$ cat config.mk
export PLATFORM = sky130hd
export DESIGN_NAME = fpm_front
export DESIGN_NICKNAME = d
export VERILOG_FILES = /design/src/sv/fpm_pkg.sv /design/src/sv/fpm_front.sv
export SDC_FILE = /design/constraint.sdc
export NUM_CORES = 1
export LEC_CHECK = 0
export BUFFER_PORTS_ARGS = -buffer_cell sky130_fd_sc_hd__buf_2
export CORE_MARGIN = 8
export CORE_UTILIZATION = 34
export DETAILED_ROUTE_END_ITERATION = 8
export HOLD_SLACK_MARGIN = 0.03
export PLACE_DENSITY = 0.69
export SLEW_MARGIN = 15
export SYNTH_ARGS = -nofsm -noshare
export SYNTH_HDL_FRONTEND = slang
export SYNTH_SLANG_ARGS = --single-unit
$ cat constraint.sdc
create_clock -name aclk -period 2.8 [get_ports aclk]
set_input_delay 0.14 -clock aclk [delete_from_list [all_inputs] [get_ports aclk]]
set_output_delay 0.14 -clock aclk [all_outputs]
set_load 0.02 [all_outputs]
$ cat src/sv/fpm_pkg.sv
`timescale 1ns / 1ps
// shared constants, types and codes of the frame projection block
package fpm_pkg;

    localparam int CFG_W     = 11;
    localparam int PIX_W     = 8;
    localparam int IDX_W     = 10;
    localparam int SUM_W     = 18;
    localparam int FSUM_W    = 28;
    localparam int MEAN_W    = 16;
    // widest column or row position over the parameter range (up to 4096)
    localparam int POS_MAX_W = 12;

    localparam int DEF_MAX_WIDTH  = 1024;
    localparam int DEF_MAX_HEIGHT = 1024;
    localparam int QUEUE_DEPTH    = 4;

    localparam logic [CFG_W-1:0] RESET_FRAME_WIDTH  = 11'd160;
    localparam logic [CFG_W-1:0] RESET_FRAME_HEIGHT = 11'd120;

    localparam int APB_ADDR_W = 3;
    localparam int APB_DATA_W = 32;

    // register index, taken from paddr[2]
    localparam logic REG_FRAME_WIDTH  = 1'b0;
    localparam logic REG_FRAME_HEIGHT = 1'b1;

    localparam logic OP_PIXEL = 1'b0;
    localparam logic OP_READ  = 1'b1;

    localparam logic KIND_ROW    = 1'b0;
    localparam logic KIND_COLUMN = 1'b1;

    localparam int S_TDATA_W = 24;
    localparam int M_TDATA_W = 72;

    // one classified item on its way to the processing side
    typedef struct packed {
        logic                 is_read;
        logic                 in_range;
        logic                 first_row;
        logic                 row_end;
        logic                 frame_end;
        logic [PIX_W-1:0]     pixel;
        logic [POS_MAX_W-1:0] addr;
        logic [IDX_W-1:0]     row_idx;
    } cmd_t;

    typedef struct packed {
        logic empty;
        logic full;
    } q_stat_t;

    typedef struct packed {
        logic [MEAN_W-1:0] mean;
        logic [FSUM_W-1:0] fsum;
        logic [SUM_W-1:0]  value;
        logic [IDX_W-1:0]  index;
        logic              done;
        logic              kind;
    } result_t;

endpackage

$ cat src/sv/fpm_front.sv
`timescale 1ns / 1ps
// input side: takes items, tracks raster position and classifies each item
module fpm_front #(
    parameter int MAX_WIDTH  = fpm_pkg::DEF_MAX_WIDTH,
    parameter int MAX_HEIGHT = fpm_pkg::DEF_MAX_HEIGHT,
    parameter int WW         = $clog2(MAX_WIDTH + 1),
    parameter int HW         = $clog2(MAX_HEIGHT + 1)
) (
    input  logic                       aclk,
    input  logic                       aresetn,
    input  logic                       in_valid,
    output logic                       in_ready,
    input  logic                       in_op,
    input  logic [fpm_pkg::PIX_W-1:0]  in_pixel,
    input  logic [fpm_pkg::IDX_W-1:0]  in_cidx,
    input  logic [WW-1:0]              width_eff,
    input  logic [HW-1:0]              height_eff,
    input  fpm_pkg::q_stat_t           q_stat,
    output logic                       push,
    output fpm_pkg::cmd_t              cmd
);

    localparam int CW = $clog2(MAX_WIDTH);
    localparam int RW = $clog2(MAX_HEIGHT);

    logic [CW-1:0] col_pos_reg, col_pos_next;
    logic [RW-1:0] row_pos_reg, row_pos_next;
    logic          row_end;
    logic          frame_end;

    // positions may sit past the size after a mid-frame change, hence >=
    assign row_end   = (32'(col_pos_reg) + 32'd1 >= 32'(width_eff));
    assign frame_end = (32'(row_pos_reg) + 32'd1 >= 32'(height_eff));

    assign in_ready = !q_stat.full;
    assign push     = in_valid && in_ready;

    always_comb begin
        cmd.is_read   = (in_op == fpm_pkg::OP_READ);
        cmd.in_range  = (32'(in_cidx) < 32'(MAX_WIDTH));
        cmd.first_row = (row_pos_reg == '0);
        cmd.row_end   = row_end;
        cmd.frame_end = frame_end;
        cmd.pixel     = in_pixel;
        cmd.addr      = cmd.is_read ? fpm_pkg::POS_MAX_W'(in_cidx)
                                    : fpm_pkg::POS_MAX_W'(col_pos_reg);
        cmd.row_idx   = fpm_pkg::IDX_W'(row_pos_reg);
    end

    always_comb begin
        col_pos_next = col_pos_reg;
        row_pos_next = row_pos_reg;
        if (push && in_op == fpm_pkg::OP_PIXEL) begin
            if (row_end) begin
                col_pos_next = '0;
                row_pos_next = frame_end ? '0 : row_pos_reg + 1'b1;
            end else begin
                col_pos_next = col_pos_reg + 1'b1;
            end
        end
    end

    always_ff @(posedge aclk) begin
        if (!aresetn) begin
            col_pos_reg <= '0;
            row_pos_reg <= '0;
        end else begin
            col_pos_reg <= col_pos_next;
            row_pos_reg <= row_pos_next;
        end
    end

endmodule

==> metrics.yaml <==
critical-path-max-stage-delay_ns: 0.38
ys_async_sr_fraction_pct: 0
yosys_warnings: 0
clkTransAtPathRegs_ns: 0.08
irDropWorstVdd_mv: 0.264
critPathKind: "register to output port"
clock_sinks: 20
postCtsHoldBufs: 0
cts_tree: "yes"
grt-busiest-layer: "met2"
die-area_mm2: 0.00869
skew_ns: 0.00387
syn_avg_cell_area_um2: 7.71
crit_chain: "ha_4, and3_1, nand3_1, xnor2_2, ha_1, a21oi_1, o21ai_0, a221oi_1, buf_4, inv_1, buf_2"
io_buffers: 62
place_congestion: 0.809
diodes: 0
grt_pass1_vias: 1995
worstPathRequired_ns: 2.66
cp.buffers_inverters: 3
grt_use_met2_pct: 21.1
drtIter0Drc: 151
synth_cell_types: 34
max_freq_mhz: 376
dr.pass1.iters: 4
grtUsageTotal_pct: 12.0
worstPathArrival_ns: 2.52
drive_gt1_share_pct: 37.3
synth_edf_count: 0
pre_cts_ws_ns: 0.0222
cts_buffers: 3
antenna_found_initial: 0
relSlewSlack_pct: 48.8
placed_area_mm2: 0.00239
grt_pass1_wl_um: 8740
drc_errors: 0
drv_cap: 0
cts_buffer_depth: 2
htreeDepth: 1
ant_nets: 0
finalMaxSlewViolations: 0
wl_um: 5460
leakage_uw: 0.00125
cp_top_family: "compound AO/OA/AOI/OAI gates"
yosysTopAreaCellShare_pct: 19.8
synth-main-ff-cell: "dfxtp_1"
io_pins: 83
setup_ws_ns: 0.141
finalHoldViolCount: 0
die_h_um: 93.2
areaGrowthSynthToFinish_pct: 28.2
period_share_pct: 95.0
holdCritPathClass: "primary input to output port"
synthCells: 263
synth_seq_area_share_pct: 19.8
cp-end-kind: "output port"
start_util_pct: 34.6
num_vias: 2013
fin_area_mm2: 0.00260
multiInputGateArea_mm2: 0.00145
wire_per_inst_um: 13.7
hpwl_um: 4200
nets: 396
cts_root_buf: "clkbuf_8"
rows: 28
yosys_register_bits: 20
fillCellCount: 575
setup_viol: 0
slowest_stage: "dfxtp_4"
grt_overflow_total: 0
worst_pin_slew_ns: 0.768
grt_util_met1_pct: 14.3
netlist_area_mm2: 0.00203
seq_area_um2: 414
crit_fanout: 6
coreArea_mm2: 0.00585
fin_crit_ns: 2.66
synth_area_leaders: "dfxtp_1 (20%), ha_1 (15%), mux2_2 (5.6%)"
chipWidth_um: 93.2
power.density_mw_per_mm2: 265
grt_max_degree: 28
routed_via_density: 5.05
synth_top_area_cell: "dfxtp_1"
grt_use_met3_pct: 1.92
status: "complete, no violations"
clk_latency_ns: 0.26
startpoint_type: "register"
## through the flow
stage	TNS (ns)	std cells	hold WS, ns	power (uW)	util [%]
2_1_floorplan	0	264	0.357	382	-
3_3_place_gp	0	389	0.280	403	40.9
3_5_place_dp	0	389	0.280	407	40.9
4_1_cts	-0.00729	393	0.280	697	42.5
5_1_grt	-0.0216	399	0.280	715	44.4
6_report	0	399	0.280	689	44.4
## cell usage after synthesis, drive strengths merged (6+ instances only)
| library cell | count |
|---|---|
| nor3 | 8 |
| o21ai | 14 |
| inv | 27 |
| nor2 | 7 |
| a21oi | 12 |
| xnor2 | 10 |
| buf | 16 |
| nand3 | 12 |
| nand3b | 6 |
| clkbuf | 11 |
| xor2 | 9 |
| o22ai | 7 |
| ha | 25 |
| a21boi | 8 |
| dfxtp | 20 |
| nand2 | 21 |
| nand4 | 11 |
| mux2 | 10 |
## final cells by class
| class | count | share of cell area (%) |
|---|---|---|
| Inverter | 27 | 3.90 |
| Sequential cell | 20 | 15.9 |
| Clock inverter | 1 | 1.16 |
| Tap cell | 75 | 3.61 |
| Timing Repair Buffer | 83 | 18.2 |
| Multi-Input combinational cell | 190 | 55.7 |
| Clock buffer | 3 | 1.59 |
## metal layers
layer	wire [um]	vias to the layer above
met5	0	-
met4	62	0
met3	232	7
met2	2800	48
met1	2360	933
li1	-	1025
## final timing paths
kind / to / start / cells after the start / slack [ns]
max: cmd[30] / row_pos_reg[0]$_SDFFE_PN0P_ / 11 / 0.14
max reg2reg: row_pos_reg[5]$_SDFFE_PN0P_ / col_pos_reg[1]$_SDFFE_PN0P_ / 13 / 0.17
min reg2reg: col_pos_reg[0]$_SDFFE_PN0P_ / col_pos_reg[0]$_SDFFE_PN0P_ / 2 / 0.50
min: cmd[24] / in_pixel[2] / 0 / 0.28
## cells in the final DEF (no fill, tap or decap), types with 9 or more instances in the layout
cell type  synthesis  final
ha_1              25     23
nand2_1           21     21
nand4_1           11     11
o21ai_0           14     12
a21oi_1           12     11
buf_4             14     20
buf_2              2     62
dfxtp_1           20     15
inv_1             26     26
xnor2_1           10      9
mux2_2            10     10
nand3_1           12     10
xor2_1             9      9
## report_power, final
group	internal, uW	switching [uW]
clock network	191	99.9
logic	50.6	63.8
registers	283	1.17
## worst reg2reg max path: cells and delay by family (launching register included)
family,cells,cell delay [ns]
AND/OR/NAND/NOR,5,0.76
flip-flops,1,0.37
AO/OA/AOI/OAI,4,0.66
adder cells (fa/ha/maj),2,0.44
buffers and inverters,2,0.30
## what timing repair did
action | 4_1_cts | 5_1_grt
buffers inserted | 0 | 6
pin swaps | 1 | 9
cloned | 0 | 0
endpoints found under the setup margin | 5 | 22
gates resized for setup | 7 | 18
## logic make-up after synthesis
logic type / count (synthesis) / share of synthesized area, %
and+or+nand+nor: 83 / 21.8
buffers and inverters: 54 / 12.7
AOI/OAI and AO/OA: 50 / 16.2
adders and majority gates: 25 / 15.4
DFF: 20 / 19.8
xor gates and xnor gates: 19 / 8.21
muxes: 10 / 5.56
other: 2 / 0.371
Note: power is estimated with default switching activity, not from simulation.
