===== src/sv/fpm_pkg.sv =====
`timescale 1ns / 1ps
// shared constants, types and codes of the frame projection block
package fpm_pkg;

    localparam int CFG_W     = 11;
    localparam int PIX_W     = 8;
    localparam int IDX_W     = 10;
    localparam int SUM_W     = 18;
    localparam int FSUM_W    = 28;
    localparam int MEAN_W    = 16;
    // widest column or row position over the parameter range (up to 4096)
    localparam int POS_MAX_W = 12;

    localparam int DEF_MAX_WIDTH  = 1024;
    localparam int DEF_MAX_HEIGHT = 1024;
    localparam int QUEUE_DEPTH    = 4;

    localparam logic [CFG_W-1:0] RESET_FRAME_WIDTH  = 11'd160;
    localparam logic [CFG_W-1:0] RESET_FRAME_HEIGHT = 11'd120;

    localparam int APB_ADDR_W = 3;
    localparam int APB_DATA_W = 32;

    // register index, taken from paddr[2]
    localparam logic REG_FRAME_WIDTH  = 1'b0;
    localparam logic REG_FRAME_HEIGHT = 1'b1;

    localparam logic OP_PIXEL = 1'b0;
    localparam logic OP_READ  = 1'b1;

    localparam logic KIND_ROW    = 1'b0;
    localparam logic KIND_COLUMN = 1'b1;

    localparam int S_TDATA_W = 24;
    localparam int M_TDATA_W = 72;

    // one classified item on its way to the processing side
    typedef struct packed {
        logic                 is_read;
        logic                 in_range;
        logic                 first_row;
        logic                 row_end;
        logic                 frame_end;
        logic [PIX_W-1:0]     pixel;
        logic [POS_MAX_W-1:0] addr;
        logic [IDX_W-1:0]     row_idx;
    } cmd_t;

    typedef struct packed {
        logic empty;
        logic full;
    } q_stat_t;

    typedef struct packed {
        logic [MEAN_W-1:0] mean;
        logic [FSUM_W-1:0] fsum;
        logic [SUM_W-1:0]  value;
        logic [IDX_W-1:0]  index;
        logic              done;
        logic              kind;
    } result_t;

endpackage


===== src/sv/fpm_queue.sv =====
`timescale 1ns / 1ps
// short command queue between the classifying and processing sides
module fpm_queue #(
    parameter int DEPTH = fpm_pkg::QUEUE_DEPTH
) (
    input  logic             aclk,
    input  logic             aresetn,
    input  logic             push,
    input  fpm_pkg::cmd_t    din,
    input  logic             pop,
    output fpm_pkg::cmd_t    dout,
    output fpm_pkg::q_stat_t stat
);

    localparam int PW = $clog2(DEPTH);
    localparam int CNTW = $clog2(DEPTH + 1);

    fpm_pkg::cmd_t   entry_reg [DEPTH];
    logic [PW-1:0]   wr_ptr_reg, wr_ptr_next;
    logic [PW-1:0]   rd_ptr_reg, rd_ptr_next;
    logic [CNTW-1:0] count_reg, count_next;

    always_comb begin
        wr_ptr_next = wr_ptr_reg;
        rd_ptr_next = rd_ptr_reg;
        count_next  = count_reg;
        if (push) begin
            wr_ptr_next = (wr_ptr_reg == PW'(DEPTH - 1)) ? '0 : wr_ptr_reg + 1'b1;
        end
        if (pop) begin
            rd_ptr_next = (rd_ptr_reg == PW'(DEPTH - 1)) ? '0 : rd_ptr_reg + 1'b1;
        end
        if (push && !pop) begin
            count_next = count_reg + 1'b1;
        end else if (pop && !push) begin
            count_next = count_reg - 1'b1;
        end
    end

    always_ff @(posedge aclk) begin
        if (!aresetn) begin
            wr_ptr_reg <= '0;
            rd_ptr_reg <= '0;
            count_reg  <= '0;
        end else begin
            wr_ptr_reg <= wr_ptr_next;
            rd_ptr_reg <= rd_ptr_next;
            count_reg  <= count_next;
        end
    end

    always_ff @(posedge aclk) begin
        if (push) begin
            entry_reg[wr_ptr_reg] <= din;
        end
    end

    assign dout       = entry_reg[rd_ptr_reg];
    assign stat.empty = (count_reg == '0);
    assign stat.full  = (count_reg == CNTW'(DEPTH));

endmodule


===== config.mk =====
export PLATFORM = sky130hd
export DESIGN_NAME = fpm_queue
export DESIGN_NICKNAME = d
export VERILOG_FILES = /design/src/sv/fpm_pkg.sv /design/src/sv/fpm_queue.sv
export SDC_FILE = /design/constraint.sdc
export NUM_CORES = 1
export LEC_CHECK = 0
export ABC_AREA = 1
export ABC_CLOCK_PERIOD_IN_PS = 4340
export BUFFER_PORTS_ARGS = -buffer_cell sky130_fd_sc_hd__buf_2
export CORE_MARGIN = 5
export CORE_UTILIZATION = 55
export DETAILED_ROUTE_END_ITERATION = 10
export PLACE_DENSITY = 0.77
export SLEW_MARGIN = 25
export SYNTH_ARGS = -nofsm -noshare
export SYNTH_HDL_FRONTEND = slang
export SYNTH_SLANG_ARGS = --single-unit

===== constraint.sdc =====
create_clock -name aclk -period 4.34 [get_ports aclk]
set_input_delay 0.868 -clock aclk [delete_from_list [all_inputs] [get_ports aclk]]
set_output_delay 0.868 -clock aclk [all_outputs]
set_load 0.02 [all_outputs]

==> results.md, run 1 <==
- Vias/cell: approximately 5.4
- Resize count post-CTS: 0
- Mapped Cells: 397
- Die area: between 10000 and 15000 sq um
- First-pass GRT wire length: between 15000 and 20000 microns
- Drt drc: 0
- Largest register FFs: 140
- #FFs+latches synth: approximately 150
- CTS Sinks: approximately 150
- Vias in the first global route: approximately 3300
- # rows: 37
- Crit end category: primary output
- Core Area: 10180 sq um
- Final period util: between 70% and 80%
- CP max FO: 70
- Most frequent cells in the layout: 140 x edfxtp_1, 78 x nor2_1, 75 x buf_2
- Main combinational cell family by area after synthesis: compound AO/OA/AOI/OAI gates
- Multiplexer share of the synthesized area: 0%
- Achievable Freq: 305.4 MHz
- Synthesis warning total: 0
- Pin count of the biggest net entering global routing: 71
- Cell Area, Placed: approximately 6100 sq um
- Footprint of the multi-input gates: approximately 1100 sq um
- Post-Synth Adder-Cell Area: approximately 1.7%
- DRT Pass-1 Iters: 5
- Total GRT Usage: ~18%
- CTS root buf: clkbuf_8
- Max Root-Sink Buffers: 2
- Critical Path RT: roughly 3500 ps
- Unique cell type count in the Yosys netlist: 20
- Commonest non-fill, non-tap cell in the layout: edfxtp_1
- Layout area overhead: 17.33%
- Die width: between 100 and 150 microns
- Critical path class: flop to primary output
- Net count, final: about 520
- Synth Area in Simple Gates: 6.265%
- RSZ-0062 raised after global routing: false
- Count of input and output buffers: between 70 and 80
- Relative slew slack: between 40 and 50%
- Max-cap violations: 0
- Die height: ~110 microns
- Initial Util: about 55%
- Pwr Total: 0.003344 W
- Pins over their slew limit: 0
- DR vias: 3325
- WL final: 10390 microns
- Hold_buf cts: 0
- I/O pin cnt: 76
- Setup Buffers After CTS: 0
- Reg clk slew, reported paths: about 60 ps
- Worst-case reg-to-reg path depth: 3
- Gr busiest metal: met2
- Peak VDD IR: about 250 uV
- Worst Tran Pin Value: between 800 and 900 ps
- Setup total negative slack: 0 ps
- Initial antenna violation count: 1
- Clk_skew: about 8 ps
- CTS Buf Count: 17
- Post-Syn Nets: between 400 and 500
- Clk Latency, worst-skew pair: roughly 530 ps
- ANT nets after route: 0
- Fill count: 724
- Mapped Area: 5652 sq um
- DP HPWL: just under 6000 microns
- Avg Cell Area, Syn: 14.24 sq um
- Setup violators final: 0
- Diode count: 0
- Leakage power: about 2.4 nW
- Finished layout cell area: 6631 sq um
- Hold/Removal Path Class: flop to flop
- Worst hold margin: about 540 ps
- Synth Area in Compound Gates: a little over a tenth
- Initial drt markers: roughly 240
- Worst setup SP type: flop
- Status: complete, no violations
- Met2 Use GR: 28.91%
- Grt met1 use: between 20% and 30%
- Total grt overflow: 0
- Tmin final: between 3000 and 4000 ps
- Final Util: ~65%
- WL per Instance: between 15 and 20 microns
- Cell depth of the worst min-delay path: 2
- XOR/XNOR share of the synthesized area: less than 1%
- CP arrival: approximately 2400 ps
- Post-synthesis sequential area ratio: 77.57%
- H-tree levels: 4
- CTS tree: yes
- Final Hold Viols: 0
- Reg area: ~4400 sq um
- Power per Cell Area: roughly 500 nW/um^2
- Layout cells sized above 1: between 20 and 25%
- GR met3 Demand/Resource: under 10%
- Final GP Congestion: 0.7812
[worst max-delay path, stage by stage, from the launching register on]
cell and delay (ps):
dfxtp_2 820, inv_4 450, o21ai_0 290, o22ai_1 140
buf_2 180
[cell usage after synthesis, drive strengths merged]
| master | n | share of area, % |
|---|---|---|
| dfxtp | 9 | 3.2 |
| buf | 21 | 2.6 |
| ha | 6 | 1.3 |
| fa | 1 | 0.35 |
| edfxtp | 140 | 74 |
| nand3 | 1 | 0.088 |
| xor2 | 1 | 0.15 |
| nand4 | 1 | 0.11 |
| a21oi | 3 | 0.27 |
| nor3 | 4 | 0.35 |
| nor2 | 78 | 5.2 |
| inv | 16 | 1.1 |
| o22ai | 35 | 3.9 |
| o21ai | 73 | 6.5 |
| nand2 | 8 | 0.53 |
[routing by layer]
| layer | wire [microns] | vias up |
|---|---|---|
| li1 | - | 1623 |
| met2 | 5307 | 98 |
| met1 | 4138 | 1586 |
| met4 | 170 | 2 |
| met5 | 7 | - |
| met3 | 765 | 16 |
[final cells by class]
cell class              instances  share of cell area, %
flip-flops and latches        149                  66.13
multi-input cells             211                  15.94
clock buffers                  30                  8.377
repair buffers                 77                  5.887
well taps                     136                  2.566
inverters                      16                 0.9434
clock inverters                 2                 0.1509
[power by group]
group	switching (W)	internal (W)
Combinational	0.000232	0.000102
Clock	0.000493	0.000847
Sequential	0.0000273	0.00164
Total	0.000753	0.00259
[metrics by stage]
stage	setup WS, ps	instances
after floorplan	2356	397
after global placement	1654	589
after detailed placement	1598	589
after CTS	1025	621
after global routing	758.3	621
final	1065	621
[cell families after synthesis]
kind of cell / after synthesis
flops: 149
simple gates: 92
fa+ha+maj: 7
compound gates: 111
xor+xnor: 1
buf+inv: 37
[worst paths after layout]
path | startpoint | end | slack, ps
setup / recovery | flop | dout[4] | 1070
hold / removal | wr_ptr_reg[1]$_SDFFE_PN0P_ | wr_ptr_reg[1]$_SDFFE_PN0P_ | 540
setup reg to reg | wr_ptr_reg[0]$_SDFFE_PN0P_ | entry_reg[3][0]$_DFFE_PP_ | 2690
hold reg to reg | wr_ptr_reg[1]$_SDFFE_PN0P_ | wr_ptr_reg[1]$_SDFFE_PN0P_ | 540
Note: power is estimated with default switching activity, not from simulation.
==> inputs of run 2 (changes only) <==
--- a/config.mk
+++ b/config.mk
@@ -6,7 +6,7 @@
 export NUM_CORES = 1
 export LEC_CHECK = 0
 export ABC_AREA = 1
-export ABC_CLOCK_PERIOD_IN_PS = 4340
+export ABC_CLOCK_PERIOD_IN_PS = 3370
 export BUFFER_PORTS_ARGS = -buffer_cell sky130_fd_sc_hd__buf_2
 export CORE_MARGIN = 5
 export CORE_UTILIZATION = 55
==> constraint.sdc (replaced) <==
create_clock -name aclk -period 3.37 [get_ports aclk]
set_input_delay 0.674 -clock aclk [delete_from_list [all_inputs] [get_ports aclk]]
set_output_delay 0.674 -clock aclk [all_outputs]
set_load 0.02 [all_outputs]
==> run 2 against run 1 <==
  * Wire length grew 3.4%
  * Clock skew shrank 1.7 ps
  * Global-route usage grew 0.70 points
  * Clock-buffer cell count shrank 11
  * Setup slack lost 600 ps
  * First-iteration DRC count grew 7.4%
  * Largest cell class unchanged
  * Highest routed layer is now met4
==> results.md, run 2 (same netlist as run 1, synthesis figures left out) <==
- Status: complete, no violations
- Reg clk slew, reported paths: 70 ps (about the same)
- Diode count: 0 (unchanged)
- Leakage power: 2.422 nW (+0.59%)
- Tmin final: between 2000 and 3000 ps
- CTS Sinks: 149 (unchanged)
- DRT Pass-1 Iters: 5 (unchanged)
- Critical path class: flop to primary output
- Finished Layout Cells: 621 (unchanged)
- H-tree levels: 4 (unchanged)
- Total GRT Usage: 18.51% (+0.70 points)
- Pins over their slew limit: 0 (unchanged)
- Achievable Freq: approximately 340 MHz
- Worst Slack Setup Final: 469.9 ps (-595.3 ps)
- Layout cells sized above 1: 23.51% (+0.82 points)
- Vias in the first global route: 3454 (+4.4%)
- Hold/Removal Path Class: primary input to flop
- Count of input and output buffers: 75 (unchanged)
- Initial antenna violation count: 0 (-1)
- Resize count post-CTS: 0 (unchanged)
- Critical R2R Launch: wr_ptr_reg[0]$_SDFFE_PN0P_
- Max-cap violations: 0 (unchanged)
- Core Area: 10180 sq um (unchanged)
- Peak VDD IR: 381.7 uV (+51%)
- CP max FO: 35 (-50%)
- DR vias: 3354 (+0.87%)
- Max Root-Sink Buffers: 2 (unchanged)
- Pin count of the biggest net entering global routing: 71 (unchanged)
- Fill count: 752 (+3.9%)
- Placed insts: 589 (unchanged)
- Crit end category: primary output
- Drt drc: 0 (unchanged)
- # rows: 37 (unchanged)
- First-pass GRT wire length: 17760 microns (+5.9%)
- Net count, final: 518 (unchanged)
- Clk Latency, worst-skew pair: 520 ps (about the same)
- Total grt overflow: 0 (unchanged)
- Min-Delay Startpoint: din[29]
- Setup total negative slack: 0 ps (unchanged)
- Initial drt markers: 261 (+7.4%)
- CTS tree: yes
- CP arrival: 2230 ps (-180 ps)
- Critical Path RT: 2700 ps (-770 ps)
- Layout area overhead: 18.46%
- Worst Tran Pin Value: 848.5 ps (+17.50 ps)
- I/O pin cnt: 76 (unchanged)
- Vias/cell: 5.401 (+0.87%)
- ANT nets after route: 0 (unchanged)
- Relative slew slack: 43.35% (-1.2 points)
- Die height: 111.4 microns (unchanged)
- Pwr Total: 0.004554 W (+36%)
- Power per Cell Area: 680.2 nW/um^2 (+35%)
- WL final: 10740 microns (+3.4%)
- Die width: 111.4 microns (unchanged)
- Commonest non-fill, non-tap cell in the layout: edfxtp_1
- Initial Util: 55.49% (unchanged)
- WL per Instance: 17.30 microns (+3.4%)
- Clk_skew: 6.161 ps (-1.652 ps)
- CTS root buf: clkbuf_8
- DP HPWL: 5996 microns (+1.5%)
- Final GP Congestion: 0.7501 (-4.0%)
- Setup violators final: 0 (unchanged)
- Hold_buf cts: 0 (unchanged)
- Worst setup SP type: flop
- Die area: 12400 sq um (unchanged)
- Final Hold Viols: 0 (unchanged)
- Most frequent cells in the layout: 140 x edfxtp_1, 78 x nor2_1, 75 x buf_2
- Setup Buffers After CTS: 0 (unchanged)
- Final Util: 65.74% (+0.63 points)
- CTS Buf Count: 17 (unchanged)
- Final period util: a little under nine tenths
- RSZ-0062 raised after global routing: false
- Largest register FFs: 140 (unchanged)
- Setup WS pre-CTS: 1007 ps (-591.6 ps)
run 2: cell count changes in the layout (fill, tap and decap cells not counted), sizes merged:
cell | before | now
clkbuf | 30 | 19
clkinv | 2 | 4
bufinv | 0 | 5
clkinvlp | 0 | 4
run 2: final timing paths:
kind	endpoint	slack, ps	cells past startpoint
min	entry_reg[1][29]$_DFFE_PP_	370	1
min reg2reg	wr_ptr_reg[1]$_SDFFE_PN0P_	530	2
max	dout[20]	470	4
max reg2reg	entry_reg[3][21]$_DFFE_PP_	1670	3
run 2: where the power goes:
part	leakage, nW	switching [W]	internal, W	total, W
registers	1.36	0.0000300	0.00211	0.00214
clock network	0.294	0.000700	0.00128	0.00198
logic	0.767	0.000303	0.000132	0.000435
run 2: metal layers:
metal  global-route usage (%)  routed length [microns]  vias up
met2                    29.51                     5390      101
met3                    5.054                      641        8
li1                         -                        -     1631
met1                    24.18                     4613     1614
met5                        0                        0        -
met4                    7.948                       98        0
run 2: layout make-up:
type	instances	area (sq um)	share of cell area (%)
clock buffer	19	421.7	6.298
clock inverter	13	207.7	3.102
sequential	149	4385	65.50
inverter	16	62.56	0.9344
multi-input combinational	211	1057	15.79
timing repair buffer	77	390.4	5.831
tap	136	170.2	2.542
run 2: critical path: stages (launching register included):
cell and delay [ps]:
dfxtp_1 500, inv_2 560, o21ai_0 210, o22ai_1 220, buf_2 210
run 2: per-stage QoR:
step | instance area, sq um | hold WS, ps
6_report | 6695 | 368.9
2_1_floorplan | 5652 | 489.7
3_3_place_gp | 6066 | 502.4
4_1_cts | 6695 | 340.0
5_1_grt | 6695 | 339.3
3_5_place_dp | 6066 | 527.2
